### config.mk
export PLATFORM = sky130hd
export DESIGN_NAME = dual_channel_gaze_direction_tracker
export DESIGN_NICKNAME = d
export VERILOG_FILES = /design/src/hw/rtl/gdt_pkg.sv /design/src/hw/rtl/gdt_lane.sv /design/src/hw/rtl/gdt_dir.sv /design/src/hw/rtl/dual_channel_gaze_direction_tracker.sv
export SDC_FILE = /design/constraint.sdc
export NUM_CORES = 1
export LEC_CHECK = 0
export CAP_MARGIN = 20
export CORE_ASPECT_RATIO = 0.9
export CORE_MARGIN = 1.5
export CORE_UTILIZATION = 50
export CTS_CLUSTER_DIAMETER = 200
export CTS_CLUSTER_SIZE = 14
export DETAILED_ROUTE_END_ITERATION = 10
export DONT_BUFFER_PORTS = 1
export RECOVER_POWER = 25
export SYNTH_ARGS = -nofsm -noshare
export SYNTH_HDL_FRONTEND = slang
export SYNTH_SLANG_ARGS = --single-unit
export TNS_END_PERCENT = 20
### constraint.sdc
create_clock -name clk -period 4.6 [get_ports clk]
set_clock_uncertainty 0.1 [all_clocks]
set_input_delay 0.92 -clock clk [delete_from_list [all_inputs] [get_ports clk]]
set_output_delay 0.92 -clock clk [all_outputs]
set_load 0.05 [all_outputs]
### src/hw/rtl/gdt_pkg.sv
// ---------------------------------------------------------------------------
// gdt_pkg
// types, codes and reset levels shared by the gaze tracker modules
// ---------------------------------------------------------------------------
`default_nettype none

package gdt_pkg;

  localparam int BLOCK_SAMPLES_DEF = 16;
  localparam int SAMPLE_BITS_DEF   = 10;
  localparam int LEVEL_W           = 10;
  localparam int CFG_IDX_W         = 3;

  localparam logic [LEVEL_W-1:0] LEFT_RELEASE_RST  = 10'd420;
  localparam logic [LEVEL_W-1:0] LEFT_TRIGGER_RST  = 10'd390;
  localparam logic [LEVEL_W-1:0] RIGHT_RELEASE_RST = 10'd310;
  localparam logic [LEVEL_W-1:0] RIGHT_TRIGGER_RST = 10'd260;

  typedef enum logic [CFG_IDX_W-1:0] {
    CFG_LEFT_RELEASE  = 3'd0,
    CFG_LEFT_TRIGGER  = 3'd1,
    CFG_RIGHT_RELEASE = 3'd2,
    CFG_RIGHT_TRIGGER = 3'd3
  } cfg_idx_t;

  typedef enum logic [1:0] {
    GAZE_CENTER = 2'd0,
    GAZE_RIGHT  = 2'd1,
    GAZE_LEFT   = 2'd2
  } dir_t;

  typedef struct packed {
    logic take;
    logic flush;
  } lane_ctl_t;

  typedef struct packed {
    logic [LEVEL_W-1:0] left_release;
    logic [LEVEL_W-1:0] left_trigger;
    logic [LEVEL_W-1:0] right_release;
    logic [LEVEL_W-1:0] right_trigger;
  } levels_t;

  typedef struct packed {
    dir_t               gaze_direction;
    logic               direction_changed;
    logic [LEVEL_W-1:0] reported_level;
    logic               averages_updated;
    logic [LEVEL_W-1:0] right_average;
    logic [LEVEL_W-1:0] left_average;
  } result_t;

endpackage

`default_nettype wire

### src/hw/rtl/gdt_lane.sv
// ---------------------------------------------------------------------------
// gdt_lane
// one detector channel: block accumulator and block mean
// ---------------------------------------------------------------------------
`default_nettype none

module gdt_lane import gdt_pkg::*; #(
  parameter int BLOCK_SAMPLES = BLOCK_SAMPLES_DEF,
  parameter int SAMPLE_BITS   = SAMPLE_BITS_DEF
) (
  input  wire logic                   clk,
  input  wire logic                   rst,
  input  wire lane_ctl_t              ctl,
  input  wire logic [SAMPLE_BITS-1:0] sample,
  output logic      [SAMPLE_BITS-1:0] mean_now
);

  localparam int BLK_LOG = $clog2(BLOCK_SAMPLES);
  localparam int SUM_W   = SAMPLE_BITS + BLK_LOG;
  localparam int SHIFT   = SUM_W + BLK_LOG;
  localparam int RECIP_W = SUM_W + 1;
  localparam int PROD_W  = SUM_W + RECIP_W;
  // rounded-up reciprocal, exact for every sum below 2**SUM_W
  localparam longint unsigned RECIP =
    ((64'd1 << SHIFT) + 64'(BLOCK_SAMPLES) - 64'd1) / BLOCK_SAMPLES;
  localparam logic [RECIP_W-1:0] RECIP_K = RECIP_W'(RECIP);

  logic [SUM_W-1:0]       sum;
  logic [SAMPLE_BITS-1:0] mean;
  logic [PROD_W-1:0]      prod;
  logic [SAMPLE_BITS-1:0] quotient;

  assign prod     = {{RECIP_W{1'b0}}, sum} * {{SUM_W{1'b0}}, RECIP_K};
  assign quotient = prod[SHIFT +: SAMPLE_BITS];
  assign mean_now = ctl.flush ? quotient : mean;

  always_ff @(posedge clk) begin
    if (rst) begin
      sum  <= '0;
      mean <= '0;
    end else if (ctl.take) begin
      if (ctl.flush) begin
        mean <= quotient;
        sum  <= '0;
      end else begin
        sum <= sum + SUM_W'(sample);
      end
    end
  end

endmodule

`default_nettype wire

### src/hw/rtl/gdt_dir.sv
// ---------------------------------------------------------------------------
// gdt_dir
// merges both lane means into the center/right/left hysteresis machine
// ---------------------------------------------------------------------------
`default_nettype none

module gdt_dir import gdt_pkg::*; #(
  parameter int SAMPLE_BITS = SAMPLE_BITS_DEF
) (
  input  wire logic                   clk,
  input  wire logic                   rst,
  input  wire lane_ctl_t              ctl,
  input  wire levels_t                levels,
  input  wire logic [SAMPLE_BITS-1:0] right_mean,
  input  wire logic [SAMPLE_BITS-1:0] left_mean,
  output result_t                     res
);

  localparam int CMP_W = (SAMPLE_BITS > LEVEL_W) ? SAMPLE_BITS : LEVEL_W;

  dir_t             dir;
  dir_t             dir_next;
  logic             changed;
  logic [CMP_W-1:0] level;
  logic [CMP_W-1:0] r_mean;
  logic [CMP_W-1:0] l_mean;

  assign r_mean = CMP_W'(right_mean);
  assign l_mean = CMP_W'(left_mean);

  always_ff @(posedge clk) begin
    if (rst) begin
      dir <= GAZE_CENTER;
    end else if (ctl.take) begin
      dir <= dir_next;
    end
  end

  always_comb begin
    dir_next = dir;
    changed  = 1'b0;
    level    = '0;
    unique case (dir)
      GAZE_CENTER: begin
        // right wins when both channels trigger
        if (r_mean < CMP_W'(levels.right_trigger)) begin
          dir_next = GAZE_RIGHT;
          changed  = 1'b1;
          level    = r_mean;
        end else if (l_mean < CMP_W'(levels.left_trigger)) begin
          dir_next = GAZE_LEFT;
          changed  = 1'b1;
          level    = l_mean;
        end
      end
      GAZE_RIGHT: begin
        if (r_mean > CMP_W'(levels.right_release)) begin
          dir_next = GAZE_CENTER;
          changed  = 1'b1;
          level    = r_mean;
        end
      end
      GAZE_LEFT: begin
        if (l_mean > CMP_W'(levels.left_release)) begin
          dir_next = GAZE_CENTER;
          changed  = 1'b1;
          level    = l_mean;
        end
      end
      default: begin
        dir_next = dir;
      end
    endcase
  end

  always_comb begin
    res.gaze_direction    = dir_next;
    res.direction_changed = changed;
    res.reported_level    = level[LEVEL_W-1:0];
    res.averages_updated  = ctl.flush;
    res.right_average     = r_mean[LEVEL_W-1:0];
    res.left_average      = l_mean[LEVEL_W-1:0];
  end

endmodule

`default_nettype wire

### src/hw/rtl/dual_channel_gaze_direction_tracker.sv
// ---------------------------------------------------------------------------
// dual channel gaze direction tracker
// Block-averages a right and a left detector and tracks gaze direction.
// Input request: right_sample and left_sample on in_valid/in_ready. Every
//   request yields exactly one result request on out_valid/out_ready.
// Config: cfg_valid/cfg_ready with cfg_index/cfg_data, always ready; index 0
//   left release, 1 left trigger, 2 right release, 3 right trigger, others
//   ignored. Write only while no request is in flight.
// Result: the result of each taken request is registered into the result queue.
// Throughput: one request per cycle while in_ready is high; the lane add, the
//   mean multiply and the threshold compare all complete for each request as it is taken.
// Every BLOCK_SAMPLES+1 requests the last one of the block refreshes both
//   means instead of adding its samples.
// Stall: a two-entry result queue keeps in_ready high while one result
//   waits; in_ready drops only when both entries are full.
// Reset: levels return to 420/390/310/260, sums, means and count clear,
//   direction goes to center, the result queue empties.
// ---------------------------------------------------------------------------
`default_nettype none

module dual_channel_gaze_direction_tracker import gdt_pkg::*; #(
  parameter int BLOCK_SAMPLES = BLOCK_SAMPLES_DEF,
  parameter int SAMPLE_BITS   = SAMPLE_BITS_DEF
) (
  input  wire logic                   clk,
  input  wire logic                   rst,
  input  wire logic                   in_valid,
  output logic                        in_ready,
  input  wire logic [SAMPLE_BITS-1:0] right_sample,
  input  wire logic [SAMPLE_BITS-1:0] left_sample,
  output logic                        out_valid,
  input  wire logic                   out_ready,
  output logic [1:0]                  gaze_direction,
  output logic                        direction_changed,
  output logic [LEVEL_W-1:0]          reported_level,
  output logic                        averages_updated,
  output logic [LEVEL_W-1:0]          right_average,
  output logic [LEVEL_W-1:0]          left_average,
  input  wire logic                   cfg_valid,
  output logic                        cfg_ready,
  input  wire logic [CFG_IDX_W-1:0]   cfg_index,
  input  wire logic [LEVEL_W-1:0]     cfg_data
);

  localparam int CNT_W = $clog2(BLOCK_SAMPLES + 1);

  levels_t                levels;
  logic [CNT_W-1:0]       samples_taken;
  lane_ctl_t              ctl;
  logic [SAMPLE_BITS-1:0] right_mean;
  logic [SAMPLE_BITS-1:0] left_mean;
  result_t                res;
  result_t                queue [2];
  logic                   wr_ptr;
  logic                   rd_ptr;
  logic [1:0]             fill;
  logic                   pop;

  assign cfg_ready = 1'b1;

  always_ff @(posedge clk) begin
    if (rst) begin
      levels.left_release  <= LEFT_RELEASE_RST;
      levels.left_trigger  <= LEFT_TRIGGER_RST;
      levels.right_release <= RIGHT_RELEASE_RST;
      levels.right_trigger <= RIGHT_TRIGGER_RST;
    end else if (cfg_valid && cfg_ready) begin
      unique case (cfg_idx_t'(cfg_index))
        CFG_LEFT_RELEASE:  levels.left_release  <= cfg_data;
        CFG_LEFT_TRIGGER:  levels.left_trigger  <= cfg_data;
        CFG_RIGHT_RELEASE: levels.right_release <= cfg_data;
        CFG_RIGHT_TRIGGER: levels.right_trigger <= cfg_data;
        default: begin
        end
      endcase
    end
  end

  assign in_ready  = (fill != 2'd2);
  assign ctl.take  = in_valid && in_ready;
  assign ctl.flush = (samples_taken == CNT_W'(BLOCK_SAMPLES));

  always_ff @(posedge clk) begin
    if (rst) begin
      samples_taken <= '0;
    end else if (ctl.take) begin
      samples_taken <= ctl.flush ? '0 : samples_taken + 1'b1;
    end
  end

  gdt_lane #(
    .BLOCK_SAMPLES(BLOCK_SAMPLES),
    .SAMPLE_BITS  (SAMPLE_BITS)
  ) u_right_lane (
    .clk     (clk),
    .rst     (rst),
    .ctl     (ctl),
    .sample  (right_sample),
    .mean_now(right_mean)
  );

  gdt_lane #(
    .BLOCK_SAMPLES(BLOCK_SAMPLES),
    .SAMPLE_BITS  (SAMPLE_BITS)
  ) u_left_lane (
    .clk     (clk),
    .rst     (rst),
    .ctl     (ctl),
    .sample  (left_sample),
    .mean_now(left_mean)
  );

  gdt_dir #(
    .SAMPLE_BITS(SAMPLE_BITS)
  ) u_dir (
    .clk       (clk),
    .rst       (rst),
    .ctl       (ctl),
    .levels    (levels),
    .right_mean(right_mean),
    .left_mean (left_mean),
    .res       (res)
  );

  // two-entry result queue
  assign pop       = out_valid && out_ready;
  assign out_valid = (fill != 2'd0);

  always_ff @(posedge clk) begin
    if (rst) begin
      wr_ptr <= 1'b0;
      rd_ptr <= 1'b0;
      fill   <= 2'd0;
    end else begin
      if (ctl.take) begin
        wr_ptr <= ~wr_ptr;
      end
      if (pop) begin
        rd_ptr <= ~rd_ptr;
      end
      unique case ({ctl.take, pop})
        2'b10:   fill <= fill + 2'd1;
        2'b01:   fill <= fill - 2'd1;
        default: fill <= fill;
      endcase
    end
  end

  always_ff @(posedge clk) begin
    if (ctl.take) begin
      queue[wr_ptr] <= res;
    end
  end

  always_comb begin
    gaze_direction    = queue[rd_ptr].gaze_direction;
    direction_changed = queue[rd_ptr].direction_changed;
    reported_level    = queue[rd_ptr].reported_level;
    averages_updated  = queue[rd_ptr].averages_updated;
    right_average     = queue[rd_ptr].right_average;
    left_average      = queue[rd_ptr].left_average;
  end

endmodule

`default_nettype wire

==> results_dict.tcl <==
set metrics [dict create \
    status "complete, but fails checks" \
    violations "capacitance limit, slew limit" \
    finalCritPeriodShare 0.871 \
    gp_congestion 0.812 \
    synth_edf_count 68 \
    syn_inst 821 \
    synth.most_common_cell "nand2_1" \
    powerDensity_nw_per_um2 509 \
    cts-resized-gates 0 \
    p_leak_nw 3.71 \
    rows 44 \
    yosys_warnings 0 \
    initial_core_util 0.510 \
    antenna_left 0 \
    yosys_register_bits 168 \
    drtIter0Drc 371 \
    post-route-min-period_ns 4.01 \
    cap_violations 1 \
    routedWlPerCell_um 18.9 \
    syn_avg_cell_area_um2 10.0 \
    timing.reg2reg.setup_slack_ns 0.59 \
    ys_types 55 \
    cts_max_path_buffers 2 \
    setup_viol 0 \
    critPathMaxFanout 17 \
    n_fill_cell 1446 \
    grt_max_degree 84 \
    hp-class "reg2reg" \
    die_w_um 138 \
    multiInputGateArea_um2 3820 \
    clkSinkCount 168 \
    synth_area_leaders "edfxtp_1 25%, dfxtp_1 24%, ha_1 9.3%" \
    cpMaxStageDelayCell "a32oi_2" \
    async_flop_share 0 \
    highest_layer "met4" \
    cts_setup_buffers 0 \
    num_io_pins 75 \
    regArea_um2 4040 \
    dr.pass1.iters 5 \
    slew_headroom -0.212 \
    ys_seq_area_frac 0.491 \
    antenna_cells 0 \
    tightest_slew_ns 1.80 \
    route.detailed.drc 0 \
    clk_pin_slew_ns 0.06 \
    wl_met2_um 8950 \
    syn_nets 922 \
    hold_buffers 0 \
    final_core_util 0.563 \
    synth_top_area_frac 0.248 \
    fin_nets 919 \
    root_buffer "clkbuf_16" \
    crit_path_max_incr_delay_ns 0.57 \
    wl_met3_um 959 \
    worstSkewPairLatency_ns 0.43 \
    synth_top_area_cell "edfxtp_1" \
    synth_flop_cell "dfxtp_1" \
    via_per_inst 5.68 \
    setup-tns-final_ns 0 \
    cp_cell_sequence "inv_1, ha_1, and4bb_1, buf_12, mux2i_1, inv_1, ha_1, a21oi_1, o22ai_1, nor3_1, a21oi_2, a32oi_2, o22ai_1" \
    required_ns 4.63 \
    port_buffers 0 \
    grt_first_pass_wirelength_um 31400 \
    syn2layout_area_growth_pct 10.2 \
    grt_pass1_vias 5846 \
    arrival_ns 4.04 \
    m1WireLength_um 9510 \
    drive_gt1_frac 0.0578 \
    h-tree-depth 4 \
    wirelength_um 19600 \
    vdd_drop_max_mv 0.368 \
    vias 5897 \
    hold_viol_final 0 \
    hpwl_um 14100 \
    start_kind "register" \
    path_class "reg2reg" \
    dieArea_um2 17200 \
    cts_made_buffers 17 \
    synth_commonest_cells "125 x nand2_1, 100 x dfxtp_1, 70 x a21oi_1, 68 x edfxtp_1, 64 x inv_1" \
    grt_antenna_before_repair 0 \
    cts_tree "done" \
    max_freq_mhz 250 \
    slew_viol_final 15 \
    core_um2 16100 \
    syn_area_um2 8230 \
    die_h_um 125 \
    grt_use_total 0.235 \
    overflow 0 \
    rsz0062_at_grt "false" \
    end_kind "register" \
]
-- layout by cell type (no fill, tap or decap), types with 5 or more instances in the layout --
cell	count
a211o_1	8
a21o_1	12
a21oi_1	70
a22o_1	8
a22oi_1	10
buf_4	6
clkbuf_16	19
dfxtp_1	100
edfxtp_1	68
ha_1	61
inv_1	64
mux2_1	30
mux2i_1	26
nand2_1	125
nand3_1	8
nand3b_1	11
nand4_1	11
nor2_1	54
o21a_1	6
o21ai_0	6
o21ai_1	6
o21bai_1	5
o22ai_1	12
o31a_1	5
or3_1	5
xnor2_1	10
xor2_1	9
-- power breakdown --
| group | internal [mW] | total, mW | switching, mW | leakage (nW) |
|---|---|---|---|---|
| registers | 1.74 | 1.84 | 0.0989 | 1.46 |
| clock network | 0.935 | 1.53 | 0.594 | 0.310 |
| logic | 0.334 | 1.25 | 0.915 | 1.95 |
-- metrics by stage --
step | cell area, µm² | setup WS [ns] | power (mW) | instances | hold slack (ns)
2_1_floorplan | 8230 | 0.973 | 2.90 | 821 | 0.336
3_3_place_gp | 8460 | 0.725 | 3.09 | 1006 | 0.335
3_5_place_dp | 8460 | 0.699 | 3.12 | 1006 | 0.340
4_1_cts | 9090 | 0.654 | 4.65 | 1038 | 0.348
5_1_grt | 9070 | 0.409 | 4.81 | 1038 | 0.368
6_report | 9070 | 0.595 | 4.62 | 1038 | 0.348
-- registers in the layout (all words and copies together), names as in the netlist, named ones only --
register,flops
rd_ptr,1
fill,2
u_right_lane.sum,14
u_right_lane.mean,10
u_left_lane.mean,10
queue,68
u_left_lane.sum,14
u_dir.dir,2
samples_taken,5
levels,40
wr_ptr,1
-- critical path, delay by kind of cell, from the launching register on --
kind,cells,cell delay [ns]
flops,1,0.33
buf+inv,3,0.51
compound gates,5,1.14
fa+ha+maj,2,0.47
simple gates,2,0.66
mux,1,0.47
-- area by class of cell --
type,count,area share
clock buffer,22,0.0549
clock inverter,10,0.0150
tap,207,0.0285
sequential,168,0.446
multi-input combinational,556,0.421
inverter,66,0.0273
timing repair buffer,9,0.00800
-- logic make-up after synthesis --
group                      synth area share
AOI/OAI and AO/OA                     0.134
xor gates and xnor gates             0.0202
adders and majority gates            0.0976
buffers and inverters                0.0457
DFF                                   0.491
muxes                                0.0786
other                              0.000455
and+or+nand+nor                       0.132
-- routing by layer --
layer  up-vias  GRT usage
met1      2826      0.327
li1       2906          -
met5         -          0
met4         0     0.0619
met3        17     0.0561
met2       148      0.369
-- path summary, 6_finish.rpt --
check	depth (start not counted)	startpoint	end
setup / recovery	13	samples_taken[0]	queue[0][21]
hold / removal	2	u_right_lane.mean[1]	u_right_lane.mean[1]
setup reg to reg	13	samples_taken[0]	queue[0][21]
hold reg to reg	2	u_right_lane.mean[1]	u_right_lane.mean[1]
Note: power is estimated with default switching activity, not from simulation.
